[src/rtl/core/clt_pkg.sv]
`timescale 1ns / 1ps
// ----------------------------------------------------------------------------
// clt_pkg - command line tokenizer shared definitions
// Result kinds, operator codes, character constants and the queue entry type
// passed from the lexer front end to the output sequencer.
// ----------------------------------------------------------------------------
package clt_pkg;

  // Result kinds
  localparam logic [1:0] KindChar    = 2'd0;
  localparam logic [1:0] KindTokEnd  = 2'd1;
  localparam logic [1:0] KindCmdEnd  = 2'd2;
  localparam logic [1:0] KindUnterm  = 2'd3;

  // Operator codes carried on a command end
  localparam logic [1:0] OpNone      = 2'd0;
  localparam logic [1:0] OpAndAnd    = 2'd1;
  localparam logic [1:0] OpAppend    = 2'd2;

  // Characters with a meaning to the lexer
  localparam logic [7:0] ChSpace     = 8'h20;
  localparam logic [7:0] ChBackslash = 8'h5C;
  localparam logic [7:0] ChAmp       = 8'h26;
  localparam logic [7:0] ChGreater   = 8'h3E;
  localparam logic [7:0] ChDquote    = 8'h22;
  localparam logic [7:0] ChSquote    = 8'h27;

  // Largest number of results one input beat can cause
  localparam int unsigned MaxResults = 4;

  // Default depth of the queue between front and back
  localparam int unsigned QueueDepthDefault = 4;

  // One result item
  typedef struct packed {
    logic [1:0] kind;
    logic [7:0] ch;
    logic [1:0] op;
  } result_t;

  // All results of one input beat
  typedef struct packed {
    logic [2:0]                cnt;
    result_t [MaxResults-1:0]  res;
  } entry_t;

  // Queue status seen by front and back
  typedef struct packed {
    logic full;
    logic empty;
  } q_stat_t;

  function automatic result_t mk_result(logic [1:0] kind, logic [7:0] ch, logic [1:0] op);
    result_t r;
    r.kind = kind;
    r.ch   = ch;
    r.op   = op;
    return r;
  endfunction

endpackage

[src/rtl/core/clt_front.sv]
`timescale 1ns / 1ps
// ----------------------------------------------------------------------------
// clt_front - lexer front end
// Takes one character beat per cycle while the queue is not full, runs the
// lexer state and forms the whole run of results for that beat as one queue entry.
// ----------------------------------------------------------------------------
module clt_front (
  input  logic              clk_i,
  input  logic              rst_ni,
  input  logic              in_valid_i,
  output logic              in_ready_o,
  input  logic [7:0]        in_char_i,
  input  logic              in_eol_i,
  input  clt_pkg::q_stat_t  q_stat_i,
  output logic              push_o,
  output clt_pkg::entry_t   push_entry_o
);

  // Lexer modes
  localparam logic [2:0] ModeBetween = 3'd0;
  localparam logic [2:0] ModeWord    = 3'd1;
  localparam logic [2:0] ModeQuoted  = 3'd2;
  localparam logic [2:0] ModeOp1     = 3'd3;
  localparam logic [2:0] ModeOp2     = 3'd4;

  logic [2:0] mode_q, mode_d;
  logic [7:0] held_q, held_d;
  logic       esc_q, esc_d;

  logic                                   accept;
  logic [2:0]                             cnt;
  clt_pkg::result_t [clt_pkg::MaxResults-1:0] res;
  logic                                   word_step;
  logic                                   is_quote;

  assign in_ready_o = !q_stat_i.full;
  assign accept     = in_valid_i && in_ready_o;
  assign is_quote   = (in_char_i == clt_pkg::ChDquote) || (in_char_i == clt_pkg::ChSquote);

  // Next lexer state and result run for the current beat
  always_comb begin
    res       = '0;
    cnt       = 3'd0;
    word_step = 1'b0;
    mode_d    = mode_q;
    held_d    = held_q;
    esc_d     = esc_q;
    if (in_eol_i) begin
      // close whatever is open, then always end the command
      unique case (mode_q)
        ModeWord: begin
          res[0] = clt_pkg::mk_result(clt_pkg::KindTokEnd, 8'h00, clt_pkg::OpNone);
          cnt    = 3'd1;
        end
        ModeQuoted: begin
          res[0] = clt_pkg::mk_result(clt_pkg::KindUnterm, 8'h00, clt_pkg::OpNone);
          cnt    = 3'd1;
        end
        ModeOp1: begin
          res[0] = clt_pkg::mk_result(clt_pkg::KindChar, held_q, clt_pkg::OpNone);
          res[1] = clt_pkg::mk_result(clt_pkg::KindTokEnd, 8'h00, clt_pkg::OpNone);
          cnt    = 3'd2;
        end
        ModeOp2: begin
          res[0] = clt_pkg::mk_result(clt_pkg::KindChar, held_q, clt_pkg::OpNone);
          res[1] = clt_pkg::mk_result(clt_pkg::KindChar, held_q, clt_pkg::OpNone);
          res[2] = clt_pkg::mk_result(clt_pkg::KindTokEnd, 8'h00, clt_pkg::OpNone);
          cnt    = 3'd3;
        end
        default: begin
        end
      endcase
      res[cnt[1:0]] = clt_pkg::mk_result(clt_pkg::KindCmdEnd, 8'h00, clt_pkg::OpNone);
      cnt           = cnt + 3'd1;
      mode_d        = ModeBetween;
      held_d        = 8'h00;
      esc_d         = 1'b0;
    end else begin
      unique case (mode_q)
        ModeWord: begin
          word_step = 1'b1;
        end
        ModeQuoted: begin
          if (is_quote && !esc_q) begin
            res[0] = clt_pkg::mk_result(clt_pkg::KindTokEnd, 8'h00, clt_pkg::OpNone);
            cnt    = 3'd1;
            mode_d = ModeBetween;
            esc_d  = 1'b0;
          end else if (in_char_i == clt_pkg::ChBackslash) begin
            esc_d = 1'b1;
          end else begin
            res[0] = clt_pkg::mk_result(clt_pkg::KindChar, in_char_i, clt_pkg::OpNone);
            cnt    = 3'd1;
            esc_d  = 1'b0;
          end
        end
        ModeOp1: begin
          if (in_char_i == held_q) begin
            mode_d = ModeOp2;
          end else begin
            // operator not confirmed: held byte becomes word content
            res[0]    = clt_pkg::mk_result(clt_pkg::KindChar, held_q, clt_pkg::OpNone);
            cnt       = 3'd1;
            word_step = 1'b1;
          end
        end
        ModeOp2: begin
          if (in_char_i == clt_pkg::ChSpace) begin
            res[0] = clt_pkg::mk_result(clt_pkg::KindCmdEnd, 8'h00,
                                        (held_q == clt_pkg::ChAmp) ? clt_pkg::OpAndAnd
                                                                   : clt_pkg::OpAppend);
            cnt    = 3'd1;
            mode_d = ModeBetween;
            held_d = 8'h00;
          end else begin
            res[0]    = clt_pkg::mk_result(clt_pkg::KindChar, held_q, clt_pkg::OpNone);
            res[1]    = clt_pkg::mk_result(clt_pkg::KindChar, held_q, clt_pkg::OpNone);
            cnt       = 3'd2;
            word_step = 1'b1;
          end
        end
        default: begin
          // between tokens; unused codes behave the same
          mode_d = ModeBetween;
          if (in_char_i == clt_pkg::ChSpace) begin
          end else if (is_quote) begin
            mode_d = ModeQuoted;
            esc_d  = 1'b0;
          end else if ((in_char_i == clt_pkg::ChAmp) || (in_char_i == clt_pkg::ChGreater)) begin
            held_d = in_char_i;
            mode_d = ModeOp1;
          end else begin
            word_step = 1'b1;
          end
        end
      endcase
      // plain word character handling
      if (word_step) begin
        if (in_char_i == clt_pkg::ChSpace) begin
          res[cnt[1:0]] = clt_pkg::mk_result(clt_pkg::KindTokEnd, 8'h00, clt_pkg::OpNone);
          cnt           = cnt + 3'd1;
          mode_d        = ModeBetween;
        end else begin
          if (in_char_i != clt_pkg::ChBackslash) begin
            res[cnt[1:0]] = clt_pkg::mk_result(clt_pkg::KindChar, in_char_i, clt_pkg::OpNone);
            cnt           = cnt + 3'd1;
          end
          mode_d = ModeWord;
        end
      end
    end
  end

  // Push only beats that cause results
  assign push_o           = accept && (cnt != 3'd0);
  assign push_entry_o.cnt = cnt;
  assign push_entry_o.res = res;

  // Lexer state
  always_ff @(posedge clk_i or negedge rst_ni) begin
    if (!rst_ni) begin
      mode_q <= ModeBetween;
      held_q <= 8'h00;
      esc_q  <= 1'b0;
    end else if (accept) begin
      mode_q <= mode_d;
      held_q <= held_d;
      esc_q  <= esc_d;
    end
  end

endmodule

[src/rtl/core/clt_queue.sv]
`timescale 1ns / 1ps
// ----------------------------------------------------------------------------
// clt_queue - result run queue
// Small register queue of result runs between the lexer and the output
// sequencer. Depth of two or more.
// ----------------------------------------------------------------------------
module clt_queue #(
  parameter int unsigned Depth = clt_pkg::QueueDepthDefault
) (
  input  logic              clk_i,
  input  logic              rst_ni,
  input  logic              push_i,
  input  clt_pkg::entry_t   push_entry_i,
  input  logic              pop_i,
  output clt_pkg::entry_t   head_o,
  output clt_pkg::q_stat_t  stat_o
);

  localparam int unsigned PtrW = (Depth > 1) ? $clog2(Depth) : 1;
  localparam int unsigned CntW = $clog2(Depth + 1);

  clt_pkg::entry_t mem_q [Depth];
  logic [PtrW-1:0] wr_ptr_q, wr_ptr_d;
  logic [PtrW-1:0] rd_ptr_q, rd_ptr_d;
  logic [CntW-1:0] count_q, count_d;
  logic            do_push, do_pop;

  assign stat_o.full  = (count_q == CntW'(Depth));
  assign stat_o.empty = (count_q == '0);
  assign do_push      = push_i && !stat_o.full;
  assign do_pop       = pop_i && !stat_o.empty;
  assign head_o       = mem_q[rd_ptr_q];

  // Pointer and fill count update
  always_comb begin
    wr_ptr_d = wr_ptr_q;
    rd_ptr_d = rd_ptr_q;
    count_d  = count_q;
    if (do_push) begin
      wr_ptr_d = (wr_ptr_q == PtrW'(Depth - 1)) ? '0 : wr_ptr_q + 1'b1;
    end
    if (do_pop) begin
      rd_ptr_d = (rd_ptr_q == PtrW'(Depth - 1)) ? '0 : rd_ptr_q + 1'b1;
    end
    if (do_push && !do_pop) begin
      count_d = count_q + 1'b1;
    end else if (do_pop && !do_push) begin
      count_d = count_q - 1'b1;
    end
  end

  always_ff @(posedge clk_i or negedge rst_ni) begin
    if (!rst_ni) begin
      wr_ptr_q <= '0;
      rd_ptr_q <= '0;
      count_q  <= '0;
    end else begin
      wr_ptr_q <= wr_ptr_d;
      rd_ptr_q <= rd_ptr_d;
      count_q  <= count_d;
    end
  end

  // Entry storage, no reset needed
  always_ff @(posedge clk_i) begin
    if (do_push) begin
      mem_q[wr_ptr_q] <= push_entry_i;
    end
  end

endmodule

[src/rtl/core/clt_back.sv]
`timescale 1ns / 1ps
// ----------------------------------------------------------------------------
// clt_back - output sequencer
// Walks the results of the queue head entry, one output beat per result,
// and marks the final result of each run.
// ----------------------------------------------------------------------------
module clt_back (
  input  logic              clk_i,
  input  logic              rst_ni,
  input  clt_pkg::entry_t   head_i,
  input  clt_pkg::q_stat_t  q_stat_i,
  output logic              pop_o,
  output logic              out_valid_o,
  input  logic              out_ready_i,
  output clt_pkg::result_t  out_res_o,
  output logic              out_last_o
);

  logic [1:0] idx_q, idx_d;
  logic       beat;

  assign out_valid_o = !q_stat_i.empty;
  assign out_res_o   = head_i.res[idx_q];
  assign out_last_o  = ({1'b0, idx_q} == (head_i.cnt - 3'd1));
  assign beat        = out_valid_o && out_ready_i;
  assign pop_o       = beat && out_last_o;

  // Result index within the head entry
  always_comb begin
    idx_d = idx_q;
    if (beat) begin
      idx_d = out_last_o ? 2'd0 : idx_q + 2'd1;
    end
  end

  always_ff @(posedge clk_i or negedge rst_ni) begin
    if (!rst_ni) begin
      idx_q <= 2'd0;
    end else begin
      idx_q <= idx_d;
    end
  end

endmodule

[src/rtl/core/command_line_tokenizer.sv]
`timescale 1ns / 1ps
// ----------------------------------------------------------------------------
// command_line_tokenizer - streaming command line tokenizer
// Splits a command line, one byte per beat, into token characters, token
// ends, command ends with their operator, and unterminated quote flags.
// ----------------------------------------------------------------------------
// The input side takes one byte per cycle whenever the result queue has a free
// entry; the lexer decides all results of a byte in that same cycle and writes
// them to the queue as one entry, so a byte that gives no result (a space
// between tokens, a quote or operator opening) writes no entry at all.
// The output side sends one result per cycle while the receiver is ready;
// the results of a byte (0 to 4) are sent one after another from the queue
// entry that holds them. Sustained input rate is one byte per cycle as
// long as the results average at most one per byte; otherwise the output port
// sets the pace and the queue of QueueDepth entries absorbs bursts.
// ----------------------------------------------------------------------------
module command_line_tokenizer #(
  parameter int unsigned QueueDepth = clt_pkg::QueueDepthDefault
) (
  input  logic        clk_i,
  input  logic        rst_ni,
  // input stream
  input  logic        s_axis_tvalid,
  output logic        s_axis_tready,
  input  logic [7:0]  s_axis_tdata,   // [7:0] in_char
  input  logic        s_axis_tlast,   // end_of_line
  // result stream
  output logic        m_axis_tvalid,
  input  logic        m_axis_tready,
  output logic [15:0] m_axis_tdata,   // [7:0] out_char, [9:8] operator_code, rest zero
  output logic [1:0]  m_axis_tuser,   // [1:0] out_kind
  output logic        m_axis_tlast    // last_of_run
);

  logic              push;
  clt_pkg::entry_t   push_entry;
  logic              pop;
  clt_pkg::entry_t   head;
  clt_pkg::q_stat_t  q_stat;
  clt_pkg::result_t  out_res;

  // Lexer front end
  clt_front u_front (
    .clk_i        (clk_i),
    .rst_ni       (rst_ni),
    .in_valid_i   (s_axis_tvalid),
    .in_ready_o   (s_axis_tready),
    .in_char_i    (s_axis_tdata),
    .in_eol_i     (s_axis_tlast),
    .q_stat_i     (q_stat),
    .push_o       (push),
    .push_entry_o (push_entry)
  );

  // Result run queue
  clt_queue #(
    .Depth (QueueDepth)
  ) u_queue (
    .clk_i        (clk_i),
    .rst_ni       (rst_ni),
    .push_i       (push),
    .push_entry_i (push_entry),
    .pop_i        (pop),
    .head_o       (head),
    .stat_o       (q_stat)
  );

  // Output sequencer
  clt_back u_back (
    .clk_i       (clk_i),
    .rst_ni      (rst_ni),
    .head_i      (head),
    .q_stat_i    (q_stat),
    .pop_o       (pop),
    .out_valid_o (m_axis_tvalid),
    .out_ready_i (m_axis_tready),
    .out_res_o   (out_res),
    .out_last_o  (m_axis_tlast)
  );

  assign m_axis_tdata = {6'd0, out_res.op, out_res.ch};
  assign m_axis_tuser = out_res.kind;

endmodule

[config.mk]
export PLATFORM = sky130hd
export DESIGN_NAME = command_line_tokenizer
export DESIGN_NICKNAME = d
export VERILOG_FILES = /design/src/rtl/core/clt_pkg.sv /design/src/rtl/core/clt_front.sv /design/src/rtl/core/clt_queue.sv /design/src/rtl/core/clt_back.sv /design/src/rtl/core/command_line_tokenizer.sv
export SDC_FILE = /design/constraint.sdc
export NUM_CORES = 1
export LEC_CHECK = 0
export BUFFER_PORTS_ARGS = -buffer_cell sky130_fd_sc_hd__buf_2
export CAP_MARGIN = 20
export CORE_UTILIZATION = 25
export CTS_BUF_LIST = sky130_fd_sc_hd__clkbuf_16
export DETAILED_ROUTE_END_ITERATION = 8
export SYNTH_ARGS = -nofsm -noshare
export SYNTH_HDL_FRONTEND = slang
export SYNTH_SLANG_ARGS = --single-unit
[constraint.sdc]
create_clock -name clk_i -period 9.85 [get_ports clk_i]
set_input_delay 1.97 -clock clk_i [delete_from_list [all_inputs] [get_ports clk_i]]
set_output_delay 1.97 -clock clk_i [all_outputs]
set_load 0.05 [all_outputs]
==> summary.md, run 1 <==
| Metric | Value |
|---|---|
| Worst-path maximum fanout | `24` |
| Worst skew pair latency | `490 ps` |
| Initial DRC Count | `385` |
| DRC viols | `0` |
| Critical path class | `primary input to flip-flop` |
| Initial core utilization | `25.3%` |
| Vias post-DR | `4768` |
| Max IR drop VDD | `approximately 0.0001 V` |
| Critical Path Source Type | `primary input` |
| H-tree levels | `1` |
| GRT busiest layer | `met2` |
| CTS sink count | `201` |
| Final TNS setup | `0 ps` |
| Sequential area share after synthesis | `64.2%` |
| Largest family of logic cells by synthesized area | `multiplexers` |
| Die Y-Extent | `194 um` |
| Synth Area in XOR/XNOR | `1.79%` |
| GR Layer Usage met1 | `14.7%` |
| Worst-margin pin slew | `1020 ps` |
| Post-synthesis mux area share | `15.2%` |
| First-pass GRT wire length | `30700 um` |
| Cell Pwr Density | `approximately 280 mW/mm2` |
| Synth Area in Compound Gates | `between 6 and 7%` |
| Fin crit share | `54.8%` |
| Critical Path Sink Type | `flip-flop` |
| RSZ-0062 raised after global routing | `no` |
| Postcts setup bufs | `0` |
| Post-DP HPWL | `12900 um` |
| Number of global-route vias before repair | `4884` |
| Slowest CP cell | `nand4_1` |
| DIE WIDTH | `between 150 and 200 um` |
| Worst-path cell chain | `buf_2 > nor4b_2 > nand4_1 > a21oi_1 > inv_1 > ha_1 > or2_2 > nand3b_1 > o21ai_0 > o21ba_1 > and2_2 > buf_4` |
| Average wire per standard cell | `19.0 um` |
| Largest net degree at the start of global routing | `a little under 50` |
| Die area | `0.0377 mm2` |
| Crit-path max cell delay | `about 500 ps` |
| Antenna violations before repair | `2` |
| Post-place instance area | `0.00979 mm2` |
| Share of cells above drive strength 1 | `about 27%` |
| Total GRT Usage | `about a tenth` |
| Post-synth cell types | `between 70 and 80` |
| Max Clk Rate | `around 190 MHz` |
| MaxCap Viol Count | `0` |
| I/O Buffers | `27` |
| Asr flop ratio synth | `between 10% and 20%` |
| Post-detailed-route count of antenna-violating nets | `0` |
| Yosys top cell area share | `58.5%` |
| Syn_area_per_cell | `17.2 um2` |
| Largest area contributor in the netlist | `edfxtp_1` |
| Post-synth EDFFs | `180` |
| FILL cells | `3529` |
| GRT met2 Usage | `between 15 and 20%` |
| Row cnt | `70` |
| Global route overflow | `0` |
| Post-synthesis adder-cell area fraction | `2.25%` |
| Hold Crit Class | `flip-flop to flip-flop` |
| Data required time of the critical path | `10050 ps` |
| Final Slew Violations | `0` |
| Core area | `0.0365 mm2` |
| Final Wtd Congestion | `roughly 0.83` |
| CTS tree | `built` |
| Count of state elements after synthesis | `around 200` |
| Final setup violation count | `0` |
| Slew Limit Headroom | `between 30% and 40%` |
| Final core utilization | `28.7%` |
| Post-route cell area | `0.0105 mm2` |
| Hold buffers post-CTS | `0` |
| Main synth FF type | `edfxtp_1` |
| Clock transition at the registers of the reported paths | `60 ps` |
| P_leak | `3.57 nW` |
| Worst Path Arrival | `5600 ps` |
| Post-cts sizing count | `0` |
| Syn. warnings | `0` |
| Max Buffers Root-to-Sink | `3` |
| Syn Inst Count | `about 540` |
| Worst Clk Skew | `8.23 ps` |
| Vias/cell | `4.57` |
| Crit path time final | `5400 ps` |
| I/O pin total | `34` |
| CTS buffer count | `21` |
| Root Buffer | `clkbuf_16` |
| Min Hold Slack | `482 ps` |
| Final wirelength | `19800 um` |
| M3 GR Usage | `roughly 1.8%` |
| Synth top area cells | `edfxtp_1 59%, mux4_2 13%, dfrtp_1 5.7%` |
| Drt pass-1 iters | `4` |
| P&R area growth vs syn | `13.3%` |
| Mapped Area | `0.00924 mm2` |
| Status | `finished, final reports clean` |
| Final hold violation count | `0` |
| NumNets Final | `around 600` |
| Post-synthesis simple-gate area fraction | `7.15%` |
==> cell type report <==
| class | instances | area, um2 | area share (%) |
|---|---|---|---|
| Antenna cell | 3 | 7.51 | 0.0717 |
| Clock buffer | 21 | 526 | 5.02 |
| Multi-Input combinational cell | 289 | 3040 | 29.0 |
| Inverter | 12 | 45.0 | 0.430 |
| Sequential cell | 201 | 5940 | 56.7 |
| Tap cell | 468 | 586 | 5.59 |
| Clock inverter | 16 | 149 | 1.42 |
| Timing Repair Buffer | 33 | 180 | 1.72 |
==> path summary, 6_finish.rpt <==
check	start	endpoint	slack (ps)	cells after the start
setup / recovery	s_axis_tdata[0]	u_queue.mem_q[3][48]$_DFFE_PP_	4450	12
hold reg to reg	u_queue.count_q[2]$_DFFE_PN0P_	u_queue.count_q[2]$_DFFE_PN0P_	480	1
max in group asynchronous	rst_ni	u_queue.rd_ptr_q[0]$_DFFE_PN0P_	7920	1
hold / removal	u_queue.count_q[2]$_DFFE_PN0P_	u_queue.count_q[2]$_DFFE_PN0P_	480	1
setup reg to reg	u_front.mode_q[2]$_DFFE_PN0P_	u_queue.mem_q[3][48]$_DFFE_PP_	5570	11
min in group asynchronous	rst_ni	u_back.idx_q[0]$_DFFE_PN0P_	1490	1
==> cell usage after synthesis, types with 7 or more instances <==
library cell and n:
a22o_1 10, xnor2_1 14, a32o_1 8, clkbuf_1 11, and2_1 18, buf_6 7
buf_2 11, mux4_2 55, inv_1 12, edfxtp_1 180, dfrtp_1 21, a21oi_1 8
nand2_1 15, buf_4 9, o21ai_0 8, and3_1 14, ha_1 15, mux2_2 10
nor2_1 20
==> placed cells by master (no fill, tap or decap), types with 3 or more instances in the layout <==
cell type	count
xnor2_1	14
a31oi_1	6
a32o_1	8
o21ai_0	8
mux2_2	10
bufinv_16	3
buf_2	27
and2_2	4
and2_1	14
inv_1	17
ha_1	15
edfxtp_1	180
diode_2	3
a21oi_1	8
nand2_1	15
nand4_1	3
mux4_2	55
a22o_1	10
clkbuf_16	21
buf_4	6
and3_1	14
dfrtp_1	19
nand2b_1	4
nor3_1	5
nor2_1	20
conb_1	6
nor2b_1	6
clkinv_1	5
xor2_1	3
==> report_power, final <==
part	switching, mW	leakage (nW)	internal, mW
registers	0.152	1.95	1.11
clock network	0.312	0.344	0.465
logic	0.536	1.28	0.405
==> through the flow <==
stage	worst slack, ps	total power, mW	instances
after CTS	4390	3.04	1040
after floorplan	4490	2.01	541
after detailed placement	3980	2.26	1003
final	4450	2.98	1043
after global routing	4130	3.13	1041
after global placement	4040	2.25	1003
==> cell families after synthesis <==
logic type      after synthesis
compound gates               69
xor+xnor                     18
fa+ha+maj                    16
buf+inv                      51
flops                       201
mux                          69
other cells                   1
simple gates                111
==> per-layer routing <==
metal | up-vias | routed length (um)
li1 | 2173 | -
met1 | 2467 | 9060
met2 | 105 | 9450
met3 | 23 | 867
met4 | 0 | 412
met5 | - | 0
==> registers in the layout (all words and copies together) (netlist names) <==
register and cells:
u_back.idx_q 2, u_front.esc_q 1, u_queue.wr_ptr_q 2, u_front.held_q 8, u_front.mode_q 3, u_queue.mem_q 180, u_queue.rd_ptr_q 2, u_queue.count_q 3
==> worst max-delay path: cells and delay by family <==
kind	cells	cell delay [ps]
buf+inv	3	630
fa+ha+maj	1	310
simple gates	5	1720
compound gates	3	920
Note: power is estimated with default switching activity, not from simulation.
==> inputs of run 2 (changes only) <==
- ABC_AREA: unset -> 1
- clock period: 9.85 -> 4.5 ns (I/O delays scaled with it)
==> run 2 against run 1 <==
Clock power increased by 110%. Wire length is 17% higher. Largest cell class unchanged. Via count up 35%. Highest routed layer unchanged. Final area rose by 3.6%. Critical path depth decreased by 5. Area after synthesis grew 2.3%.
==> summary.md, run 2 <==
| Metric | Value |
|---|---|
| Status | `finished, final reports clean (unchanged)` |
| Post-DP HPWL | `14900 um (was 12900 um)` |
| Cell Pwr Density | `622 mW/mm2 (was 285 mW/mm2)` |
| CTS buffer count | `20 (was 21)` |
| Synth top area cells | `edfxtp_1 57%, o21ai_0 5.8%, dfrtp_1 5.6% (was edfxtp_1 59%, mux4_2 13%, dfrtp_1 5.7%)` |
| Postcts setup bufs | `0 (unchanged)` |
| Syn. warnings | `0 (unchanged)` |
| Root Buffer | `clkbuf_16 (unchanged)` |
| Die Y-Extent | `196 um (was 194 um)` |
| Final wirelength | `23100 um (was 19800 um)` |
| Worst-margin pin slew | `858 ps (was 1020 ps)` |
| Clock transition at the registers of the reported paths | `70 ps (was 60 ps)` |
| Max Clk Rate | `274 MHz` |
| CP Launch Point | `u_queue.rd_ptr_q[0]$_DFFE_PN0P_ (was s_axis_tdata[0])` |
| Worst skew pair latency | `490 ps (about the same)` |
| DIE WIDTH | `196 um (was 194 um)` |
| Top cells by count, synth | `180 x edfxtp_1, 139 x nor2_1, 110 x o21ai_0, 101 x nand2_1, 38 x inv_1 (was 180 x edfxtp_1, 55 x mux4_2, 21 x dfrtp_1, 20 x nor2_1, 18 x and2_1)` |
| Register name with the most flops | `u_queue.mem_q (unchanged)` |
| Commonest cells after routing, fill and taps aside | `180 x edfxtp_1, 139 x nor2_1, 110 x o21ai_0 (was 180 x edfxtp_1, 55 x mux4_2, 27 x buf_2)` |
| Syn Inst Count | `870 (was 536)` |
| Hold Crit Class | `primary input to asynchronous set/reset pin (was flip-flop to flip-flop)` |
| Vias post-DR | `6442 (was 4768)` |
| Largest net degree at the start of global routing | `86 (was 49)` |
| Max reg flops | `180 (unchanged)` |
| Global route overflow | `0 (unchanged)` |
| Crit Reg-Reg Startpoint | `u_front.mode_q[1]$_DFFE_PN0P_ (was u_front.mode_q[2]$_DFFE_PN0P_)` |
| Count of state elements after synthesis | `201 (unchanged)` |
| Post-cts sizing count | `0 (unchanged)` |
| Drt pass-1 iters | `5 (was 4)` |
| Largest regs | `u_queue.mem_q: 180 flops, u_front.held_q: 8 flops (unchanged)` |
| Mapped Area | `0.00945 mm2 (was 0.00924 mm2)` |
| Share of cells above drive strength 1 | `16.2% (was 27.3%)` |
| I/O pin total | `34 (unchanged)` |
| Fin crit share | `81.2%` |
| Main synth FF type | `edfxtp_1 (unchanged)` |
| MaxCap Viol Count | `0 (unchanged)` |
| Register-to-register setup slack | `1080 ps (was 5570 ps)` |
| Final TNS setup | `0 ps (unchanged)` |
| CTS tree | `built (unchanged)` |
| I/O Buffers | `27 (unchanged)` |
| Final Slew Violations | `0 (unchanged)` |
| P&R area growth vs syn | `14.8% (was 13.3%)` |
| Worst-path maximum fanout | `54 (was 24)` |
| Critical path class | `flip-flop to primary output (was primary input to flip-flop)` |
| Post-detailed-route count of antenna-violating nets | `0 (unchanged)` |
| Initial DRC Count | `521 (was 385)` |
| First-pass GRT wire length | `36300 um (was 30700 um)` |
| Data required time of the critical path | `3600 ps (was 10050 ps)` |
| NumNets Final | `924 (was 587)` |
| Post-synth cell types | `48 (was 76)` |
| Final Wtd Congestion | `0.882 (was 0.829)` |
| CTS sink count | `201 (unchanged)` |
| Post-synth EDFFs | `180 (unchanged)` |
| Row cnt | `70 (unchanged)` |
| Sequential area share after synthesis | `62.8% (was 64.2%)` |
| Crit path time final | `between 3000 and 4000 ps` |
| Largest area contributor in the netlist | `edfxtp_1 (unchanged)` |
| Yosys top cell area share | `57.2% (was 58.5%)` |
| Final hold violation count | `0 (unchanged)` |
| Power Total | `6.75 mW (was 2.98 mW)` |
| Initial core utilization | `25.6% (was 25.3%)` |
| Final setup violation count | `0 (unchanged)` |
| Critical Path Sink Type | `primary output (was flip-flop)` |
| DRC viols | `0 (unchanged)` |
| Vias/cell | `4.56 (was 4.57)` |
| Number of global-route vias before repair | `6181 (was 4884)` |
| Max Buffers Root-to-Sink | `3 (unchanged)` |
| H-tree levels | `1 (unchanged)` |
| Worst Path Arrival | `2750 ps (was 5600 ps)` |
| Antenna violations before repair | `0 (was 2)` |
| P_leak | `3.92 nW (was 3.57 nW)` |
| Die area | `0.0386 mm2 (was 0.0377 mm2)` |
| Worst Clk Skew | `15.9 ps (was 8.23 ps)` |
| Hold buffers post-CTS | `0 (unchanged)` |
| Most frequent cell after synthesis | `edfxtp_1 (unchanged)` |
| Commonest non-fill, non-tap cell in the layout | `edfxtp_1 (unchanged)` |
| Max IR drop VDD | `0.000335 V (was 0.0000996 V)` |
| RSZ-0062 raised after global routing | `no (unchanged)` |
| # diodes | `0 (was 3)` |
| Syn_area_per_cell | `10.9 um2 (was 17.2 um2)` |
| Asr flop ratio synth | `10.4% (unchanged)` |
| Total GRT Usage | `12.0% (was 10.6%)` |
| Average wire per standard cell | `16.3 um (was 19.0 um)` |
| Core area | `0.0369 mm2 (was 0.0365 mm2)` |
| Critical Path Source Type | `flip-flop (was primary input)` |
| Slew Limit Headroom | `42.8% (was 32.2%)` |
==> run 2: changes by cell type after synthesis, sizes merged, moves of 37 or more <==
cell   before  now
inv        12   60
mux4       55    0
nand2      15  119
nand3       3   40
nor2       23  154
o21ai      12  133
==> run 2: logic make-up (layout without fill, tap and decap cells) <==
family | after synthesis | count (layout) | share of synthesized area, %
compound gates | 213 | 213 | 13.4
xor+xnor | 9 | 9 | 0.834
fa+ha+maj | 16 | 16 | 2.20
buf+inv | 107 | 140 | 4.74
flops | 201 | 201 | 62.8
other cells | 1 | 6 | 0.0397
simple gates | 323 | 323 | 16.0
==> run 2: where the power goes <==
part           switching (mW)  internal, mW  leakage (nW)
Combinational            1.91         0.693          1.66
Sequential              0.128          2.42          1.94
Clock                   0.690         0.911         0.319
Total                    2.72          4.02          3.92
==> run 2: critical path, stage by stage (launching register included) <==
cell and delay (ps):
dfrtp_2 360, buf_4 360, buf_4 550, o21ai_0 170
o22ai_1 270, nand2_1 100, nand3_1 120, buf_2 290
==> run 2: final cells by class <==
| type | count | area, um2 |
|---|---|---|
| clock buffers | 21 | 526 |
| clock inverters | 14 | 105 |
| fillers | 3828 | 26000 |
| inverters | 61 | 231 |
| multi-input cells | 567 | 3110 |
| flip-flops and latches | 201 | 5930 |
| well taps | 504 | 631 |
| repair buffers | 44 | 313 |
==> run 2: worst paths after layout <==
path                                                    to  cells after the start
hold reg to reg                  u_front.esc_q$_DFFE_PN0P_                      2
min in group clk_i               u_front.esc_q$_DFFE_PN0P_                      2
max in group asynchronous  u_queue.rd_ptr_q[0]$_DFFE_PN0P_                      1
setup reg to reg            u_queue.count_q[2]$_DFFE_PN0P_                     22
setup / recovery                           m_axis_tdata[2]                      7
hold / removal             u_queue.wr_ptr_q[1]$_DFFE_PN0P_                      1
==> run 2: routing by layer <==
metal	routed length (um)	share of wire (%)	track usage (%)	vias to the layer above
met5	0	0	0	-
met4	564	2.4	3.88	0
met3	1090	4.7	1.63	32
met2	11000	47	19.6	166
met1	10500	45	16.4	3121
li1	-	-	-	3123
==> run 2: per-stage QoR <==
stage | util (%) | cells | area (um2) | hold WS, ps | setup WS, ps
6_report | 29.4 | 1412 | 10800 | 390 | 847
5_1_grt | 29.4 | 1412 | 10800 | 422 | 633
4_1_cts | 29.4 | 1412 | 10800 | 402 | 783
3_5_place_dp | 27.7 | 1377 | 10200 | 479 | 527
3_3_place_gp | 27.7 | 1377 | 10200 | 471 | 591
2_1_floorplan | - | 875 | 9470 | 447 | 272
==> inputs of run 3 (changes only) <==
- clock period: 4.5 -> 3.79 ns (I/O delays scaled with it)
==> run 3 against run 2 <==
Wire length up 2.8%. Critical endpoint is now u_queue.count_q[2]$_DFFE_PN0P_. Combinational power rose by 22%. Critical path type is now flip-flop to flip-flop. Sequential power grew 19%. Largest power group unchanged.
==> summary.md, run 3 (synthesis results as in run 2) <==
| Metric | Value |
|---|---|
| Final wirelength | `23700 um (was 23100 um)` |
| Cell Pwr Density | `753 mW/mm2 (was 622 mW/mm2)` |
| Max Buffers Root-to-Sink | `3 (unchanged)` |
| Register name with the most flops | `u_queue.mem_q (unchanged)` |
| Slowest CP cell | `fa_1 (was buf_4)` |
| Final core utilization | `29.8% (was 29.4%)` |
| Row cnt | `70 (unchanged)` |
| Final Slew Violations | `0 (unchanged)` |
| Final setup violation count | `0 (unchanged)` |
| Max Clk Rate | `302 MHz` |
| Number of global-route vias before repair | `6541 (was 6181)` |
| I/O pin total | `34 (unchanged)` |
| Worst Clk Skew | `13.2 ps (was 15.9 ps)` |
| Crit path time final | `3310 ps` |
| CP Buf/Inv Count | `5 (was 3)` |
| Initial DRC Count | `500 (was 521)` |
| Met1 WL | `10100 um (was 10500 um)` |
| Post-cts sizing count | `0 (unchanged)` |
| Reg2Reg Depth | `22 (unchanged)` |
| DIE WIDTH | `196 um (unchanged)` |
| Crit-path max cell delay | `430 ps (was 550 ps)` |
| WL met3 | `1350 um (was 1090 um)` |
| H-tree levels | `1 (unchanged)` |
| CTS tree | `built (unchanged)` |
| Die Y-Extent | `196 um (unchanged)` |
| Hold buffers post-CTS | `0 (unchanged)` |
| Average wire per standard cell | `16.7 um (was 16.3 um)` |
| Delay-heaviest family, CP | `simple AND/OR/NAND/NOR gates (was buffers and inverters)` |
| Max IR drop VDD | `0.000360 V (was 0.000335 V)` |
| Top sig layer | `met4 (unchanged)` |
| Total GRT Usage | `12.3% (was 12.0%)` |
| Worst-path cell chain | `inv_2 > nand2_2 > nor2_4 > inv_2 > nor2_2 > nor2_4 > ha_1 > nand2_1 > o21a_1 > inv_1 > nand4_1 > nand2_2 > nor2_4 > nand2_4 > nand2_4 > inv_2 > ha_1 > inv_1 > fa_1 > a21oi_1 > o21ai_0 > xor2_1 (was buf_4 > buf_4 > o21ai_0 > o22ai_1 > nand2_1 > nand3_1 > buf_2)` |
| Initial core utilization | `25.6% (unchanged)` |
| Postcts setup bufs | `0 (unchanged)` |
| Vias post-DR | `6614 (was 6442)` |
| Post-detailed-route count of antenna-violating nets | `0 (unchanged)` |
| Largest regs | `u_queue.mem_q: 180 flops, u_front.held_q: 8 flops (unchanged)` |
| Critical path class | `flip-flop to flip-flop (was flip-flop to primary output)` |
| NumNets Final | `931 (was 924)` |
| P&R area growth vs syn | `16.2% (was 14.8%)` |
| Largest net degree at the start of global routing | `88 (was 86)` |
| Worst Path Arrival | `3680 ps (was 2750 ps)` |
| Vias/cell | `4.65 (was 4.56)` |
| # diodes | `0 (unchanged)` |
| Max reg flops | `180 (unchanged)` |
| Share of cells above drive strength 1 | `17.1% (was 16.2%)` |
| Min Hold Slack | `250 ps (was 390 ps)` |
| Drt pass-1 iters | `5 (unchanged)` |
| Antenna violations before repair | `0 (unchanged)` |
| Hold Crit Class | `primary input to asynchronous set/reset pin (unchanged)` |
| RSZ-0062 raised after global routing | `no (unchanged)` |
| Global route overflow | `0 (unchanged)` |
| Root Buffer | `clkbuf_16 (unchanged)` |
| Commonest non-fill, non-tap cell in the layout | `edfxtp_1 (unchanged)` |
| CTS sink count | `201 (unchanged)` |
| Commonest cells after routing, fill and taps aside | `180 x edfxtp_1, 139 x nor2_1, 110 x o21ai_0 (unchanged)` |
| Worst-margin pin slew | `779 ps (was 858 ps)` |
| CTS buffer count | `22 (was 20)` |
| Worst-path maximum fanout | `12 (was 54)` |
| I/O Buffers | `27 (unchanged)` |
| Pre-CTS worst setup slack | `184 ps (was 527 ps)` |
| Core area | `0.0369 mm2 (unchanged)` |
| P_leak | `3.99 nW (was 3.92 nW)` |
| Final TNS setup | `0 ps (unchanged)` |
| First-pass GRT wire length | `37500 um (was 36300 um)` |
| MaxCap Viol Count | `0 (unchanged)` |
| Status | `finished, final reports clean (unchanged)` |
| Power Total | `8.27 mW (was 6.75 mW)` |
| Critical Path Sink Type | `flip-flop (was primary output)` |
| Critical Path Source Type | `flip-flop (unchanged)` |
| Data required time of the critical path | `4160 ps (was 3600 ps)` |
| Final WS setup | `483 ps (was 847 ps)` |
| Worst skew pair latency | `500 ps (was 490 ps)` |
| Final hold violation count | `0 (unchanged)` |
| Crit. path cell count | `22 (was 7)` |
| FILL cells | `3794 (was 3828)` |
| Slew Limit Headroom | `47.5% (was 42.8%)` |
| Post-DP HPWL | `15400 um (was 14900 um)` |
| Final Wtd Congestion | `0.931 (was 0.882)` |
| Die area | `0.0386 mm2 (unchanged)` |
| Clock transition at the registers of the reported paths | `60 ps (was 70 ps)` |
| DRC viols | `0 (unchanged)` |
| Metal2 WL | `11900 um (was 11000 um)` |
| Fin crit share | `87.3%` |
[run 3: cell count changes in the layout (fill, tap and decap cells not counted)]
cell and delta:
inv_1 -1, nor3_1 -1, buf_4 +4, clkinv_2 +2, bufinv_16 +1, clkbuf_16 +2
clkinv_1 +1, nor3_2 +1, buf_12 +1, inv_8 -1
[run 3: final cells by class]
cell class / count / area (um2) / area share (%)
clock inverter: 16 / 134 / 1.22
multi-input combinational: 567 / 3110 / 28.4
tap: 504 / 631 / 5.74
clock buffer: 23 / 576 / 5.24
timing repair buffer: 49 / 363 / 3.30
inverter: 61 / 231 / 2.11
sequential: 201 / 5930 / 54.0
[run 3: metal layers]
metal	vias up	track usage [%]
met3	35	1.59
met1	3223	16.0
met4	0	3.18
met2	228	21.6
met5	-	0
li1	3128	-
[run 3: where the power goes]
part           leakage [nW]  switching (mW)  total (mW)  internal (mW)
Sequential             1.94           0.154        3.03           2.87
Combinational          1.69            2.31        3.16          0.853
Clock                 0.356           0.838        2.08           1.24
Total                  3.99            3.30        8.27           4.97
[run 3: worst reg2reg max path, cell delays in order, from the launching register on]
cell,delay [ps]
dfrtp_1,390
inv_2,130
nand2_2,90
nor2_4,190
inv_2,180
nor2_2,220
nor2_4,70
ha_1,270
nand2_1,50
o21a_1,100
inv_1,50
nand4_1,90
nand2_2,120
nor2_4,40
nand2_4,80
nand2_4,50
inv_2,40
ha_1,120
inv_1,70
fa_1,430
a21oi_1,150
o21ai_0,110
xor2_1,150
[run 3: metrics by stage]
stage | cells | instance area, um2
floorplan | 875 | 9470
global placement | 1382 | 10300
detailed placement | 1382 | 10300
CTS | 1421 | 11000
global route | 1421 | 11000
finish | 1421 | 11000
[run 3: worst paths after layout]
path / startpoint / end / slack [ps]
setup / recovery: u_front.mode_q[1]$_DFFE_PN0P_ / u_queue.count_q[2]$_DFFE_PN0P_ / 480
hold / removal: rst_ni / u_back.idx_q[1]$_DFFE_PN0P_ / 250
setup reg to reg: u_front.mode_q[1]$_DFFE_PN0P_ / u_queue.count_q[2]$_DFFE_PN0P_ / 480
hold reg to reg: u_front.esc_q$_DFFE_PN0P_ / u_front.esc_q$_DFFE_PN0P_ / 480
max in group asynchronous: rst_ni / u_queue.rd_ptr_q[0]$_DFFE_PN0P_ / 3150
min in group clk_i: u_front.esc_q$_DFFE_PN0P_ / u_front.esc_q$_DFFE_PN0P_ / 480
